$ cat config.mk
export PLATFORM = sky130hd
export DESIGN_NAME = dlw_rank_acc
export DESIGN_NICKNAME = d
export VERILOG_FILES = /design/src/sv/dac_level_walk_lookup_core_defines.svh /design/src/sv/dlw_pkg.sv /design/src/sv/dlw_rank_acc.sv
export SDC_FILE = /design/constraint.sdc
export NUM_CORES = 1
export LEC_CHECK = 0
export ABC_CLOCK_PERIOD_IN_PS = 7150
export BUFFER_PORTS_ARGS = -buffer_cell sky130_fd_sc_hd__buf_2
export CORE_UTILIZATION = 54
export CTS_CLUSTER_DIAMETER = 200
export DETAILED_ROUTE_END_ITERATION = 7
export GPL_TIMING_DRIVEN = 0
export PLACE_DENSITY = 0.82
export SLEW_MARGIN = 25
export SYNTH_ARGS = -nofsm -noshare
export SYNTH_HDL_FRONTEND = slang
export SYNTH_SLANG_ARGS = --single-unit
export TNS_END_PERCENT = 30
$ cat constraint.sdc
create_clock -name aclk -period 7.15 [get_ports aclk]
set_input_delay 0.3575 -clock aclk [delete_from_list [all_inputs] [get_ports aclk]]
set_output_delay 0.3575 -clock aclk [all_outputs]
set_load 0.005 [all_outputs]
$ cat src/sv/dac_level_walk_lookup_core_defines.svh
// ----------------------------------------------------------------------------
// DAC level walk lookup - assertion macros
// Shared property wrappers for the lookup core checks.
// ----------------------------------------------------------------------------
`ifndef DAC_LEVEL_WALK_LOOKUP_CORE_DEFINES_SVH
`define DAC_LEVEL_WALK_LOOKUP_CORE_DEFINES_SVH

// antecedent holds -> consequent holds in the same cycle
`define DLW_ASSERT_SAME(label, clk, rstn, ante, cons) \
    label: assert property (@(posedge clk) disable iff (!rstn) (ante) |-> (cons)) \
        else $error("dlw check failed");

// antecedent holds -> consequent holds in the next cycle
`define DLW_ASSERT_NEXT(label, clk, rstn, ante, cons) \
    label: assert property (@(posedge clk) disable iff (!rstn) (ante) |=> (cons)) \
        else $error("dlw check failed");

`endif

$ cat src/sv/dlw_pkg.sv
// ----------------------------------------------------------------------------
// dlw_pkg
// Types and constants shared by the DAC level walk lookup modules.
// ----------------------------------------------------------------------------
package dlw_pkg;

    localparam int STORE_DEPTH_DEF = 4096;
    localparam int MAX_LEVELS_DEF  = 8;

    // marks are kept 32 to a memory word
    localparam int MARK_W  = 32;
    localparam int MARK_WB = 5;

    localparam int POS_W   = 13;
    localparam int SYM_W   = 8;
    localparam int LSEL_W  = 3;
    localparam int START_W = 12;
    localparam int BASE_W  = 13;
    localparam int LC_W    = 4;

    localparam logic [1:0] OP_WR_SYM  = 2'd0;
    localparam logic [1:0] OP_WR_LVL  = 2'd1;
    localparam logic [1:0] OP_ACCESS  = 2'd2;
    localparam logic [1:0] OP_STEP    = 2'd3;

    typedef enum logic [3:0] {
        ST_CLEAR,
        ST_IDLE,
        ST_MWR,
        ST_QRD,
        ST_QWAIT,
        ST_DECIDE,
        ST_RANK,
        ST_NEXT,
        ST_FIN,
        ST_ERR
    } dlw_state_t;

    typedef struct packed {
        logic               clr;
        logic               add;
        logic               mask_en;
        logic [MARK_WB-1:0] bit_sel;
    } rank_ctl_t;

endpackage

$ cat src/sv/dlw_rank_acc.sv
// ----------------------------------------------------------------------------
// dlw_rank_acc
// Rank accumulator: adds the popcount of one mark word per cycle while add is set.
// ----------------------------------------------------------------------------
module dlw_rank_acc
    import dlw_pkg::*;
#(
    parameter int CNT_W = 13
) (
    input  logic              aclk,
    input  logic              aresetn,
    input  rank_ctl_t         ctl,
    input  logic [MARK_W-1:0] word,
    output logic [CNT_W-1:0]  count
);

    logic [CNT_W-1:0]  count_reg, count_next;
    logic [MARK_W-1:0] masked;
    logic [MARK_WB:0]  pop;

    always_comb begin
        // last word: keep bits 0..bit_sel inclusive
        masked = ctl.mask_en ? (word & ({MARK_W{1'b1}} >> (MARK_W - 1 - int'(ctl.bit_sel))))
                             : word;
        pop = '0;
        for (int i = 0; i < MARK_W; i++) begin
            pop = pop + (MARK_WB + 1)'(masked[i]);
        end
        count_next = count_reg;
        if (ctl.clr) begin
            count_next = '0;
        end else if (ctl.add) begin
            count_next = count_reg + CNT_W'(pop);
        end
    end

    always_ff @(posedge aclk) begin
        if (!aresetn) begin
            count_reg <= '0;
        end else begin
            count_reg <= count_next;
        end
    end

    assign count = count_reg;

endmodule

---- After elaboration in Yosys (flattened, before gate mapping) ----
Index checks and enable logic that the tools add are counted.
cells by class
  $add $sub $neg .......................... 33
  multiply operators ...................... 0
  divide/modulo/power cells ............... 0
  order comparisons ....................... 0
  equal/unequal tests ..................... 0
  shift operators ......................... 1
  muxes and demuxes ....................... 1
  bitwise gates (word level) .............. 2
  reduce and logical (&&, ||, !) cells .... 1
operators by type and width
  cell                                                 count
  adder 6 x 1 -> 6 bit                                 26
  AND 32 bit                                           1
  two-way mux 32 bit                                   1
  >> shifter 32 x 32 -> 32 bit (first input constant)  1
  adder 13 x 6 -> 13 bit                               1
  adder 5 x 1 -> 6 bit                                 1
  subtractor 5 x 5 -> 6 bit (first input constant)     1
  adder 4 x 1 -> 5 bit                                 1
  adder 3 x 1 -> 4 bit                                 1
  adder 2 x 1 -> 3 bit                                 1
  adder 1 x 1 -> 2 bit                                 1
  OR reduction 2 bit                                   1
  NOT 1 bit                                            1
word-level totals
  register bits ........................... 13
  latch bits .............................. 0
  memory bits (writable) .................. 0
  bits in read-only memories .............. 0
  memories ................................ 0

---- Depth between registers and ports, before layout ----
  depth in word-level cells ............... 36
  gate-level depth with buffers ........... 22

---- Worst setup path before layout ----
Ideal clock, no wire load.
  path kind ............................... input to register
  start ................................... in ctl[4] (netlist bit)
  end ..................................... reg count_reg[12], in the netlist count[12]
  arrival time ............................ 5.922 ns
  slack ................................... 1.096 ns
  stages on the path ...................... 20
  cells stage by stage .................... buf_2 nand2b_1 clkbuf_1 buf_2 o21ai_0 fa_1 fa_1 inv_1 fa_1 fa_1 fa_1 inv_1 fa_1 inv_1 fa_1 fa_1 a211o_1 a21boi_2 or4_1 a21oi_1
between the ends
  word-level cells in the longest chain between the ends .. 36
ends and longest elaborated chain
  what                                line                RTL
  from (decl)                         dlw_rank_acc.sv:12  input rank_ctl_t ctl,
  subtractor 5 x 5 -> 6 bit (*)       dlw_rank_acc.sv:23  masked = ctl.mask_en ? (word & ({MARK_W{1'b1}} >> (MARK_W - 1 - int'(ctl.bit_sel))))
  >> shifter 32 x 32 -> 32 bit (*)    dlw_rank_acc.sv:23
  AND 32 bit (*)                      dlw_rank_acc.sv:23
  two-way mux 32 bit (*)              dlw_rank_acc.sv:23
  adder 1 x 1 -> 2 bit                dlw_rank_acc.sv:27  pop = pop + (MARK_WB + 1)'(masked[i]);
  adder 2 x 1 -> 3 bit                dlw_rank_acc.sv:27
  adder 3 x 1 -> 4 bit                dlw_rank_acc.sv:27
  adder 4 x 1 -> 5 bit                dlw_rank_acc.sv:27
  adder 5 x 1 -> 6 bit                dlw_rank_acc.sv:27
  adder 6 x 1 -> 6 bit (25 in a row)  dlw_rank_acc.sv:27
  adder 6 x 1 -> 6 bit (*)            dlw_rank_acc.sv:27
  adder 13 x 6 -> 13 bit (*)          dlw_rank_acc.sv:33  count_next = count_reg + CNT_W'(pop);
  to (signal assigned)                dlw_rank_acc.sv:41  count_reg <= count_next;
  to (decl)                           dlw_rank_acc.sv:17  logic [CNT_W-1:0] count_reg, count_next;
Mark *: on every way between the ends. The rest lies on a longest branch, timed or not.
A chain may end at the register's enable or synchronous reset.

---- Worst setup path in the final report ----
  start ................................... in ctl[3] (netlist bit)
  end ..................................... reg count_reg[10], in the netlist count[10]
The elaborated chain is that of the path after synthesis.

==> run metrics <==
synth unique cells 42; hold_sp ctl[6]; drt drc 0; Startpoint Class input pin; GP Congestion 0.888; register bit total from synthesis 13; Clock Pin Slew Worst Setup and Hold Paths 0.06 ns; average vias per placed instance 5.47; Slew HR 60.2%; VDD IR max 0.514 mV; Layout area overhead 17.8%; Post-Syn Instances 241; crit-path most repeated cell fa_1; CTS tree yes; clock tree sinks 13; Final Max Tran Viols 0; cell taking the most area after synthesis fa_1; die height 63.1 µm; CP Cell Sequence clkbuf_1 -> clkbuf_1 -> o31ai_1 -> a21boi_0 -> fa_1 -> inv_1 -> fa_1 -> fa_1 -> inv_1 -> fa_1 -> fa_1 -> inv_1 -> fa_1 -> inv_1 -> fa_1 -> fa_1 -> a211oi_1 -> o21ai_0 -> a31oi_1 -> a41o_1; Yosys top cell area share 25.8%; gr usage total 23.5%; CP Data Required Time 7.33 ns; CP max stage cell fa_1; number of fill cells 309; GRT overflow 0; Cell Area, Synth 0.00202 mm²; RSZ-0062 raised after global routing no; DR pass1 iterations 4; DIE WIDTH 63.1 µm; EDFF count, synth 0; CP top delay family adder cells; DIE AREA 0.00398 mm²; DPL Wire Length 3690 µm; final number of setup-violating endpoints 0; max-cap viol count 0; Vias 1872; register area share after synthesis 12.9%; global-route wire length before repair 7330 µm; synth warn 0; Worst EP arrival 6.50 ns; worst setup path start ctl[3]; pwr dens 541 mW/mm²; initial drt markers 101; WL/cell 13.1 µm; r2r startpoint count[0]; status complete, no violations; # IOs 55; ys flop type dfxtp_1; Final Non-Filler Cells 342; placed cells 338; antenna viol nets, final 0; Hold Path Class in2reg; fraction of registers with async set/reset 0%; later-pin clock latency in the skew report 0.24 ns; flip-flop count of the largest register, all copies and words added 13; measured slew at the worst slew-check pin 0.590 ns; core area 0.00344 mm²; Initial Util 58.6%; Critical Path Max Stage Delay 0.54 ns; WP buf/inv 6; vias in the first global route 1630; Max FO, Critical Path 10; Crit. End Element flip-flop; antenna cells 0; Finished Core Util 69.0%; Final Hold Viols 0; Port Buffers 51; Post-CTS Resized 0; Post-CTS Setup Bufs 0; Crit Path Category in2reg; CTS Root Cell clkbuf_8; H-tree depth 1; antenna violations before repair 0; CTS Buf Count 3; post-layout minimum cycle time 6.31 ns; crit share post-route 88.3%; pin count of the biggest net entering global routing 11; Leakage 1.23 nW; Max Freq 158 MHz; Power Total 1.28 mW; Post-CTS Hold Fix Bufs 0; worst hold slack 0.468 ns; total wire length 4500 µm; Post-Syn Nets 324; average size of a mapped cell 8.36 µm²; CTS Buffer Depth 2; number of cell rows 21; Synth area leaders fa_1 26%, dfxtp_1 13%, ha_1 9.3%, inv_1 6.3%, nand2_1 3.9%; TNS Setup 0 ns; skew final 0.00261 ns; layout cells sized above 1 20.6%; Layout Nets 380
==> path summary, 6_finish.rpt <==
check,to,slack [ns],depth (start not counted)
worst max-delay path,count[10],0.84,20
worst min-delay path,count[4],0.47,3
worst max register to register,count[10],1.55,16
worst min register to register,count[12],0.48,2
==> per-layer routing <==
metal  wire [µm]  up-vias  GRT usage [%]
met1        2280      862           36.5
met4          40        0           5.23
met2        1900       62           33.1
met3         280        8           4.53
met5           0        -              0
li1            -      940              -
==> kinds of logic after synthesis <==
family / count (synthesis) / share of synthesized area [%]
AND/OR/NAND/NOR: 73 / 18.8
adder cells (fa/ha/maj): 41 / 35.1
multiplexers: 3 / 1.49
AO/OA/AOI/OAI: 65 / 22.5
XOR/XNOR: 1 / 0.435
buffers and inverters: 45 / 8.69
flip-flops: 13 / 12.9
==> stage by stage <==
stage | cell area, µm² | setup slack, ns
floorplan | 2020 | 1.10
global placement | 2330 | 0.670
detailed placement | 2330 | 0.642
CTS | 2370 | 0.886
global route | 2370 | 0.515
finish | 2370 | 0.837
==> cells in the mapped netlist, types with 2 or more instances <==
| master | instances |
|---|---|
| buf_2 | 2 |
| mux2i_1 | 3 |
| and3_1 | 4 |
| nand2b_1 | 7 |
| nand3_1 | 8 |
| a21boi_0 | 5 |
| nand3b_1 | 2 |
| nor2b_1 | 6 |
| nor3b_1 | 3 |
| nor3_1 | 3 |
| a41o_1 | 3 |
| a21oi_1 | 11 |
| o31ai_1 | 5 |
| clkbuf_1 | 8 |
| a211oi_1 | 2 |
| a211o_1 | 3 |
| o21a_1 | 7 |
| or4_1 | 2 |
| nor2_1 | 11 |
| ha_1 | 15 |
| a31oi_1 | 3 |
| o21ai_0 | 10 |
| dfxtp_1 | 13 |
| fa_1 | 26 |
| inv_1 | 34 |
| and2_1 | 3 |
| o211ai_1 | 4 |
| a21o_1 | 4 |
| nand2_1 | 21 |
==> layout by cell type (no fill, tap or decap), types with 4 or more instances in the layout <==
cell | Yosys | final
a21boi_0 | 5 | 5
fa_1 | 26 | 26
clkbuf_1 | 8 | 9
ha_1 | 15 | 15
dfxtp_1 | 13 | 13
nand2_1 | 21 | 21
o21a_1 | 7 | 7
nor2b_1 | 6 | 6
buf_2 | 2 | 53
o21ai_0 | 10 | 10
a21o_1 | 4 | 4
and3_1 | 4 | 4
nor2_1 | 11 | 11
inv_1 | 34 | 34
nand2b_1 | 7 | 7
nand3_1 | 8 | 8
o31ai_1 | 5 | 5
a21oi_1 | 11 | 11
o211ai_1 | 4 | 4
==> worst register-to-register path, stage by stage, from the launching register on <==
cell and delay [ns]:
dfxtp_1 0.39, inv_1 0.08, fa_1 0.50, inv_1 0.05
fa_1 0.50, fa_1 0.52, fa_1 0.52, fa_1 0.54
inv_1 0.05, fa_1 0.52, inv_1 0.05, fa_1 0.49
fa_1 0.47, a211oi_1 0.34, o21ai_0 0.19, a31oi_1 0.19
a41o_1 0.13
==> power by group <==
group / leakage (nW) / total (mW) / internal [mW] / switching [mW]
Clock: 0.0228 / 0.0671 / 0.0394 / 0.0277
Combinational: 1.11 / 1.13 / 0.492 / 0.640
Sequential: 0.105 / 0.0857 / 0.0801 / 0.00556
Total: 1.23 / 1.28 / 0.612 / 0.673
==> layout make-up <==
cell class / count / area (µm²) / area share, %
tap: 46 / 57.6 / 2.42
timing repair buffer: 51 / 255 / 10.8
clock buffer: 4 / 45.0 / 1.90
sequential: 13 / 260 / 11.0
inverter: 34 / 128 / 5.38
buffer: 11 / 47.5 / 2.00
multi-input combinational: 183 / 1580 / 66.6
Power figures use the tool's default switching activity.
